## src/rtl/cordic_sine_cosine_macros.svh

```systemverilog
// Assertion macros for the CORDIC sine/cosine block.
`ifndef CORDIC_SINE_COSINE_MACROS_SVH
`define CORDIC_SINE_COSINE_MACROS_SVH
`ifndef SYNTHESIS
// Check that a condition implies a consequence in the same cycle.
`define CSC_ASSERT_SAME(label, clk, rst_n, ante, cons) \
    label: assert property (@(posedge clk) disable iff (!rst_n) (ante) |-> (cons)) \
        else $error("assertion failed");
// Check that a condition implies a consequence a fixed number of cycles later.
`define CSC_ASSERT_DELAY(label, clk, rst_n, ante, dly, cons) \
    label: assert property (@(posedge clk) disable iff (!rst_n) (ante) |-> ##dly (cons)) \
        else $error("assertion failed");
`else
`define CSC_ASSERT_SAME(label, clk, rst_n, ante, cons)
`define CSC_ASSERT_DELAY(label, clk, rst_n, ante, dly, cons)
`endif
`endif

```

## src/rtl/csc_pkg.sv

```systemverilog
// Shared types and constants for the CORDIC sine/cosine pipeline.
`default_nettype none
package csc_pkg;

    localparam int CSC_ITERATIONS = 14;
    localparam int CSC_WORD_W     = 18;
    localparam int CSC_ANGLE_W    = 16;
    localparam int CSC_OUT_W      = 16;
    // pipeline depth: fold stage, one stage per rotation, output stage
    localparam int CSC_LATENCY    = CSC_ITERATIONS + 2;

    typedef logic signed [CSC_WORD_W-1:0] t_csc_word;

    localparam t_csc_word CSC_X_START   = 18'sd9949;
    localparam t_csc_word CSC_HALF_TURN = 18'sd32768;
    localparam t_csc_word CSC_FULL_TURN = 18'sd65536;

    // Rounded atan(2^-i) in quarter-turn units of 16384.
    localparam t_csc_word CSC_ATAN_ROM [0:CSC_ITERATIONS-1] = '{
        18'sd8192, 18'sd4836, 18'sd2555, 18'sd1297, 18'sd651, 18'sd326, 18'sd163,
        18'sd81, 18'sd41, 18'sd20, 18'sd10, 18'sd5, 18'sd3, 18'sd1
    };

    // Quadrant codes taken from the top two angle bits.
    typedef enum logic [1:0] {
        QUAD_FIRST  = 2'd0,
        QUAD_SECOND = 2'd1,
        QUAD_THIRD  = 2'd2,
        QUAD_FOURTH = 2'd3
    } t_csc_quad;

    // Control that travels alongside each request in the pipeline.
    typedef struct packed {
        logic valid;
        logic neg_cos;
        logic neg_sin;
    } t_csc_ctl;

endpackage
`default_nettype wire

```

## src/rtl/cordic_sine_cosine.sv

```systemverilog
// Top level of the pipelined CORDIC sine/cosine generator.
//
//   Channel  Direction  Handshake           Payload
//   request  in         start, busy         i_angle (16b unsigned, 65536 per turn)
//   result   out        o_done strobe       o_sine_value, o_cosine_value (16b signed)
//
// One request may be taken every cycle; busy is always low.
// Each result passes through one quadrant fold stage,
// fourteen rotation stages (one shift-add each) and one sign/output stage.
// Synchronous active-low reset clears the valid bits and drops requests in flight.
// The receiver cannot stall, so the pipeline never holds.
`default_nettype none
`include "cordic_sine_cosine_macros.svh"
module cordic_sine_cosine (
    input  wire logic                                i_clk,
    input  wire logic                                i_rst_n,
    input  wire logic                                start,
    output logic                                     busy,
    input  wire logic [csc_pkg::CSC_ANGLE_W-1:0]     i_angle,
    output logic                                     o_done,
    output logic signed [csc_pkg::CSC_OUT_W-1:0]     o_sine_value,
    output logic signed [csc_pkg::CSC_OUT_W-1:0]     o_cosine_value
);
    import csc_pkg::*;

    t_csc_quad quad;
    t_csc_word z_fold;
    t_csc_ctl  n_ctl;
    t_csc_ctl  r_ctl;
    t_csc_word r_z;
    t_csc_ctl  rot_ctl;
    t_csc_word rot_x;
    t_csc_word rot_y;
    t_csc_word n_sin;
    t_csc_word n_cos;
    logic      r_done;
    logic signed [CSC_OUT_W-1:0] r_sine;
    logic signed [CSC_OUT_W-1:0] r_cosine;
    logic      sin_in_range;
    logic      cos_in_range;

    assign busy = 1'b0;

    // fold the angle into the first quadrant
    assign quad = t_csc_quad'(i_angle[CSC_ANGLE_W-1 -: 2]);

    always_comb begin
        unique case (quad)
            QUAD_FIRST:  z_fold = t_csc_word'({2'b00, i_angle});
            QUAD_SECOND: z_fold = CSC_HALF_TURN - t_csc_word'({2'b00, i_angle});
            QUAD_THIRD:  z_fold = t_csc_word'({2'b00, i_angle}) - CSC_HALF_TURN;
            QUAD_FOURTH: z_fold = CSC_FULL_TURN - t_csc_word'({2'b00, i_angle});
            default:     z_fold = '0;
        endcase
        n_ctl.valid   = start && !busy;
        n_ctl.neg_cos = (quad == QUAD_SECOND) || (quad == QUAD_THIRD);
        n_ctl.neg_sin = (quad == QUAD_THIRD) || (quad == QUAD_FOURTH);
    end

    // fold stage control
    always_ff @(posedge i_clk) begin
        if (!i_rst_n) begin
            r_ctl <= '0;
        end else begin
            r_ctl <= n_ctl;
        end
    end

    // hold the negated residual angle
    always_ff @(posedge i_clk) begin
        r_z <= -z_fold;
    end

    csc_rotator u_rotator (
        .i_clk   (i_clk),
        .i_rst_n (i_rst_n),
        .i_ctl   (r_ctl),
        .i_x     (CSC_X_START),
        .i_y     ('0),
        .i_z     (r_z),
        .o_ctl   (rot_ctl),
        .o_x     (rot_x),
        .o_y     (rot_y)
    );

    // apply the quadrant signs
    assign n_sin = rot_ctl.neg_sin ? -rot_y : rot_y;
    assign n_cos = rot_ctl.neg_cos ? -rot_x : rot_x;

    always_ff @(posedge i_clk) begin
        if (!i_rst_n) begin
            r_done <= 1'b0;
        end else begin
            r_done <= rot_ctl.valid;
        end
    end

    always_ff @(posedge i_clk) begin
        r_sine   <= n_sin[CSC_OUT_W-1:0];
        r_cosine <= n_cos[CSC_OUT_W-1:0];
    end

    assign o_done         = r_done;
    assign o_sine_value   = r_sine;
    assign o_cosine_value = r_cosine;

    // magnitude bounds for the range checks
    assign sin_in_range = (o_sine_value <= 16'sd16600) && (o_sine_value >= -16'sd16600);
    assign cos_in_range = (o_cosine_value <= 16'sd16600) && (o_cosine_value >= -16'sd16600);

    // every request yields its strobe after the fixed latency
    `CSC_ASSERT_DELAY(a_latency, i_clk, i_rst_n, start && !busy, CSC_LATENCY, o_done)
    // no strobe without a request that far back
    `CSC_ASSERT_SAME(a_no_spurious, i_clk, i_rst_n, o_done, $past(start && !busy, CSC_LATENCY))
    // results stay near unit magnitude
    `CSC_ASSERT_SAME(a_sin_range, i_clk, i_rst_n, o_done, sin_in_range)
    `CSC_ASSERT_SAME(a_cos_range, i_clk, i_rst_n, o_done, cos_in_range)

endmodule
`default_nettype wire

```

## src/rtl/csc_rotator.sv

```systemverilog
// Fourteen-stage CORDIC rotation pipeline, one shift-add rotation per stage.
`default_nettype none
module csc_rotator (
    input  wire logic               i_clk,
    input  wire logic               i_rst_n,
    input  wire csc_pkg::t_csc_ctl  i_ctl,
    input  wire csc_pkg::t_csc_word i_x,
    input  wire csc_pkg::t_csc_word i_y,
    input  wire csc_pkg::t_csc_word i_z,
    output csc_pkg::t_csc_ctl       o_ctl,
    output csc_pkg::t_csc_word      o_x,
    output csc_pkg::t_csc_word      o_y
);
    import csc_pkg::*;

    t_csc_ctl  w_ctl [0:CSC_ITERATIONS];
    t_csc_word w_x   [0:CSC_ITERATIONS];
    t_csc_word w_y   [0:CSC_ITERATIONS];
    t_csc_word w_z   [0:CSC_ITERATIONS-1];

    assign w_ctl[0] = i_ctl;
    assign w_x[0]   = i_x;
    assign w_y[0]   = i_y;
    assign w_z[0]   = i_z;

    for (genvar k = 0; k < CSC_ITERATIONS; k++) begin : g_stage
        t_csc_ctl  r_ctl;
        t_csc_word r_x;
        t_csc_word r_y;
        t_csc_word n_x;
        t_csc_word n_y;
        t_csc_word x_sh;
        t_csc_word y_sh;

        // shifted coordinates, arithmetic so negatives round down
        assign x_sh = w_x[k] >>> k;
        assign y_sh = w_y[k] >>> k;

        // rotate toward zero residual: direction set by the residual sign
        always_comb begin
            if (w_z[k][CSC_WORD_W-1]) begin
                n_y = w_y[k] + x_sh;
                n_x = w_x[k] - y_sh;
            end else begin
                n_y = w_y[k] - x_sh;
                n_x = w_x[k] + y_sh;
            end
        end

        // advance the valid bit; reset drops requests in flight
        always_ff @(posedge i_clk) begin
            if (!i_rst_n) begin
                r_ctl <= '0;
            end else begin
                r_ctl <= w_ctl[k];
            end
        end

        // hold the vector of this stage
        always_ff @(posedge i_clk) begin
            r_x <= n_x;
            r_y <= n_y;
        end

        assign w_ctl[k+1] = r_ctl;
        assign w_x[k+1]   = r_x;
        assign w_y[k+1]   = r_y;

        // the next residual angle is needed by every stage but the last
        if (k < CSC_ITERATIONS - 1) begin : g_resid
            t_csc_word r_z;
            t_csc_word n_z;

            always_comb begin
                if (w_z[k][CSC_WORD_W-1]) begin
                    n_z = w_z[k] + CSC_ATAN_ROM[k];
                end else begin
                    n_z = w_z[k] - CSC_ATAN_ROM[k];
                end
            end

            always_ff @(posedge i_clk) begin
                r_z <= n_z;
            end

            assign w_z[k+1] = r_z;
        end
    end

    assign o_ctl = w_ctl[CSC_ITERATIONS];
    assign o_x   = w_x[CSC_ITERATIONS];
    assign o_y   = w_y[CSC_ITERATIONS];

endmodule
`default_nettype wire

```

## config.mk

```make
export PLATFORM = sky130hd
export DESIGN_NAME = cordic_sine_cosine
export DESIGN_NICKNAME = d
export VERILOG_FILES = /design/src/rtl/csc_pkg.sv /design/src/rtl/cordic_sine_cosine.sv /design/src/rtl/csc_rotator.sv
export VERILOG_INCLUDE_DIRS = /design/src /design/src/rtl
export SDC_FILE = /design/constraint.sdc
export NUM_CORES = 2
export LEC_CHECK = 0
export CAP_MARGIN = 10
export CORE_MARGIN = 1
export CORE_UTILIZATION = 65
export CTS_BUF_LIST = sky130_fd_sc_hd__clkbuf_4
export DETAILED_ROUTE_END_ITERATION = 8
export DONT_BUFFER_PORTS = 1
export PLACE_DENSITY = 0.81
export SLEW_MARGIN = 5
export SYNTH_ARGS = -nofsm -noshare
export SYNTH_HDL_FRONTEND = slang
export SYNTH_SLANG_ARGS = --single-unit
```

## constraint.sdc

```tcl
create_clock -name i_clk -period 7.5 [get_ports i_clk]
set_clock_uncertainty 0.05 [all_clocks]
set_input_delay 0.375 -clock i_clk [delete_from_list [all_inputs] [get_ports i_clk]]
set_output_delay 0.375 -clock i_clk [all_outputs]
set_load 0.01 [all_outputs]
```

==> impl_metrics.env <==
export IMPL_hold_depth=3
export IMPL_most_common_layout_cells="770 x dfxtp_1, 662 x ha_1, 543 x xnor2_1"
export IMPL_syn_area_um2=49090
export IMPL_fill_cells=5756
export IMPL_start_util_pct=65.83
export IMPL_arrival_ns=6.01
export IMPL_route_detailed_drc=0
export IMPL_path_cells="dlygate4sd3_1 > inv_1 > ha_1 > o21bai_1 > a211oi_1 > a21oi_1 > dlygate4sd3_1 > nand4_1 > dlygate4sd3_1 > nor2_1 > nand3_1 > dlygate4sd3_1 > xor2_1 > dlygate4sd3_1"
export IMPL_layout_drive_gt1_share_pct=6.457
export IMPL_synth_distinct_cells=76
export IMPL_die_h_um=276.8
export IMPL_synthArstFlopShare_pct=0
export IMPL_setup_viol=0
export IMPL_fin_crit_sh_pct=67.85
export IMPL_start_kind="input port"
export IMPL_clockRootBuffer="clkbuf_4"
export IMPL_worst_pin_slew_ns=1.079
export IMPL_dr_pass1_iters=6
export IMPL_chipWidth_um=276.8
export IMPL_stdcell_area_um2=53050
export IMPL_synth_top_area_cell="dfxtp_1"
export IMPL_dpl_cell_area_um2=50100
export IMPL_clkSlewWorstSetupHoldPaths_ns=0.08
export IMPL_ys_top_cells_by_area="dfxtp_1 31%, ha_1 17%, xnor2_1 9.7%"
export IMPL_status="finished clean"
export IMPL_fp_row_count=100
export IMPL_crit_path_end_kind="register"
export IMPL_dp_hpwl_um=84580
export IMPL_rrSetupSlack_ns=3.39
export IMPL_fmax_mhz=196.5
export IMPL_ios=53
export IMPL_grt_overflow_total=0
export IMPL_required_ns=8.42
export IMPL_synth_top_area_share_pct=31.44
export IMPL_gr_usage_all_layers_pct=28.33
export IMPL_die_area_um2=76620
export IMPL_cp_top_family="buffers and inverters"
export IMPL_wl_per_cell_um=16.01
export IMPL_reg2reg_depth=10
export IMPL_slew_headroom_pct=27.91
export IMPL_seq_area_frac_synth_pct=31.44
export IMPL_worstPathMaxFanout=16
export IMPL_via_count=40000
export IMPL_area_growth_pct=8.083
export IMPL_core_area_um2=74570
export IMPL_via_per_inst=5.830
export IMPL_crit_top_cell="dlygate4sd3_1"
export IMPL_timing_rr_end="u_rotator.g_stage[10].g_resid.r_z[16]$_DFF_P_"
export IMPL_drv_cap=0
export IMPL_cts_buffers_inserted=198
export IMPL_grt_pass1_wl_um=182200
export IMPL_rsz0062_at_grt="no"
export IMPL_rr_startpoint="u_rotator.g_stage[9].g_resid.r_z[17]$_DFF_P_"
export IMPL_place_gp_congestion=0.9086
export IMPL_period_minus_slack_ns=5.089
export IMPL_syn_inst=5557
export IMPL_hp_start="i_angle[1]"
export IMPL_hold_violations=0
export IMPL_final_common_cell="dfxtp_1"
export IMPL_ys_warn_count=0
export IMPL_cts_tree="yes"
export IMPL_insertion_delay_ns=1.09
export IMPL_multi_input_area_um2=32150
export IMPL_setup_tns_final_ns=0
export IMPL_cts_resized=0
export IMPL_holdPathEnd="r_z[1]$_DFF_P_"
export IMPL_slew_violations=0
export IMPL_cts_sinks=771
export IMPL_io_buffers=0
export IMPL_nNetsFinal=6461
export IMPL_cts_path_max_buffers=3
export IMPL_slowest_delay_ns=0.86
export IMPL_drt_iter0_drc=2299
export IMPL_crit_slowest_cell="o21bai_1"
export IMPL_antenna_found_initial=4
export IMPL_synthFlopType="dfxtp_1"
export IMPL_grt_max_degree=47
export IMPL_worstHoldPathType="input port to register"
export IMPL_pre_cts_ws_ns=3.401
export IMPL_avgSynthCellArea_um2=8.833
export IMPL_synth_seq_cells=771
export IMPL_critPathBufInv=6
export IMPL_htreeDepth=4
export IMPL_crit_type="input port to register"
export IMPL_wirelength_um=109800
export IMPL_grt_pass1_vias=39440
export IMPL_layout_area_seq_um2=15440
export IMPL_setup_slack_ns=2.411
export IMPL_ant_nets=0
export IMPL_synth_edff_count=0
stage by stage:
step                      std cells  hold slack [ns]  util, %
after floorplan                5558           0.2596        -
after global placement         6466           0.2625    67.18
after detailed placement       6466           0.2621    67.18
after CTS                      6853          0.07667    71.09
after global routing           6860           0.1627    71.14
final                          6861           0.1942    71.15
cell families after synthesis:
group	Yosys count	share of synthesized area [%]
xor+xnor	756	13.49
other cells	1	0.007639
mux	55	1.195
simple gates	1511	14.94
fa+ha+maj	701	18.46
compound gates	1361	17.38
buf+inv	401	3.077
flops	771	31.44
cell usage after synthesis, drive strengths merged, types with 15 or more instances:
cell	n
nor2b	62
clkbuf	53
a211oi	46
inv	333
a31o	21
buf	15
and3	57
or3	48
nor3	215
nor3b	22
nand4	20
and2	70
nand2	299
xnor2	543
nor2	431
fa	39
o21bai	53
o21ai	281
o2111ai	23
o41ai	32
o211ai	50
ha	662
a31oi	77
a21o	130
o21a	74
nor4	28
nand2b	62
mux2i	29
a21oi	447
dfxtp	771
mux2	26
o31ai	28
xor2	213
nand3	133
layer usage:
layer  GRT usage (%)  vias up  wire length, um
met5               0        -                0
met4           12.69        0             3811
met3           5.231      298             5704
met2           49.86      981            53220
met1           33.40    18490            47110
li1                -    20230                -
worst min-delay path, cell delays in order:
cell and delay, ns:
dlygate4sd3_1 0.60, a22oi_1 0.17, xnor2_1 0.15
registers in the layout, summed over array words and instances (netlist names):
| register | count |
|---|---|
| o_cosine_value | 16 |
| o_done | 1 |
| o_sine_value | 16 |
| r_ctl | 3 |
| r_z | 18 |
| u_rotator.g_stage.g_resid.r_z | 217 |
| u_rotator.g_stage.r_ctl | 39 |
| u_rotator.g_stage.r_x | 210 |
| u_rotator.g_stage.r_y | 216 |
| u_rotator.o_ctl | 3 |
| u_rotator.o_x | 16 |
| u_rotator.o_y | 16 |
area by class of cell:
class                      instances  share of cell area, %
timing repair buffer              51                 0.9622
tap                              969                  2.285
clock buffer                     263                  3.721
multi-input combinational       4386                  60.59
antenna                            7                0.03302
clock inverter                    81                 0.9575
sequential                       771                  29.09
inverter                         333                  2.356
worst max-delay path by stage:
stage                                            startpoint                                            end  cells past startpoint
6_report                                        i_angle[15]                                r_z[14]$_DFF_P_                     14
5_1_grt                                         i_angle[15]                                r_z[14]$_DFF_P_                     14
4_1_cts                                         i_angle[15]                                r_z[14]$_DFF_P_                     14
3_5_place_dp   u_rotator.g_stage[9].g_resid.r_z[17]$_DFF_P_  u_rotator.g_stage[10].g_resid.r_z[16]$_DFF_P_                     10
3_3_place_gp   u_rotator.g_stage[9].g_resid.r_z[17]$_DFF_P_  u_rotator.g_stage[10].g_resid.r_z[16]$_DFF_P_                     10
2_1_floorplan  u_rotator.g_stage[3].g_resid.r_z[17]$_DFF_P_           u_rotator.g_stage[4].r_x[16]$_DFF_P_                     12
repair_timing:
action / CTS / global route
endpoints found under the hold margin: 64 / 0
setup buffers: 0 / 0
hold buffers: 43 / 0
Power is left out: the tool's default activity adds up to more than one toggle a clock period on the data nets, which glitch-free logic cannot reach.
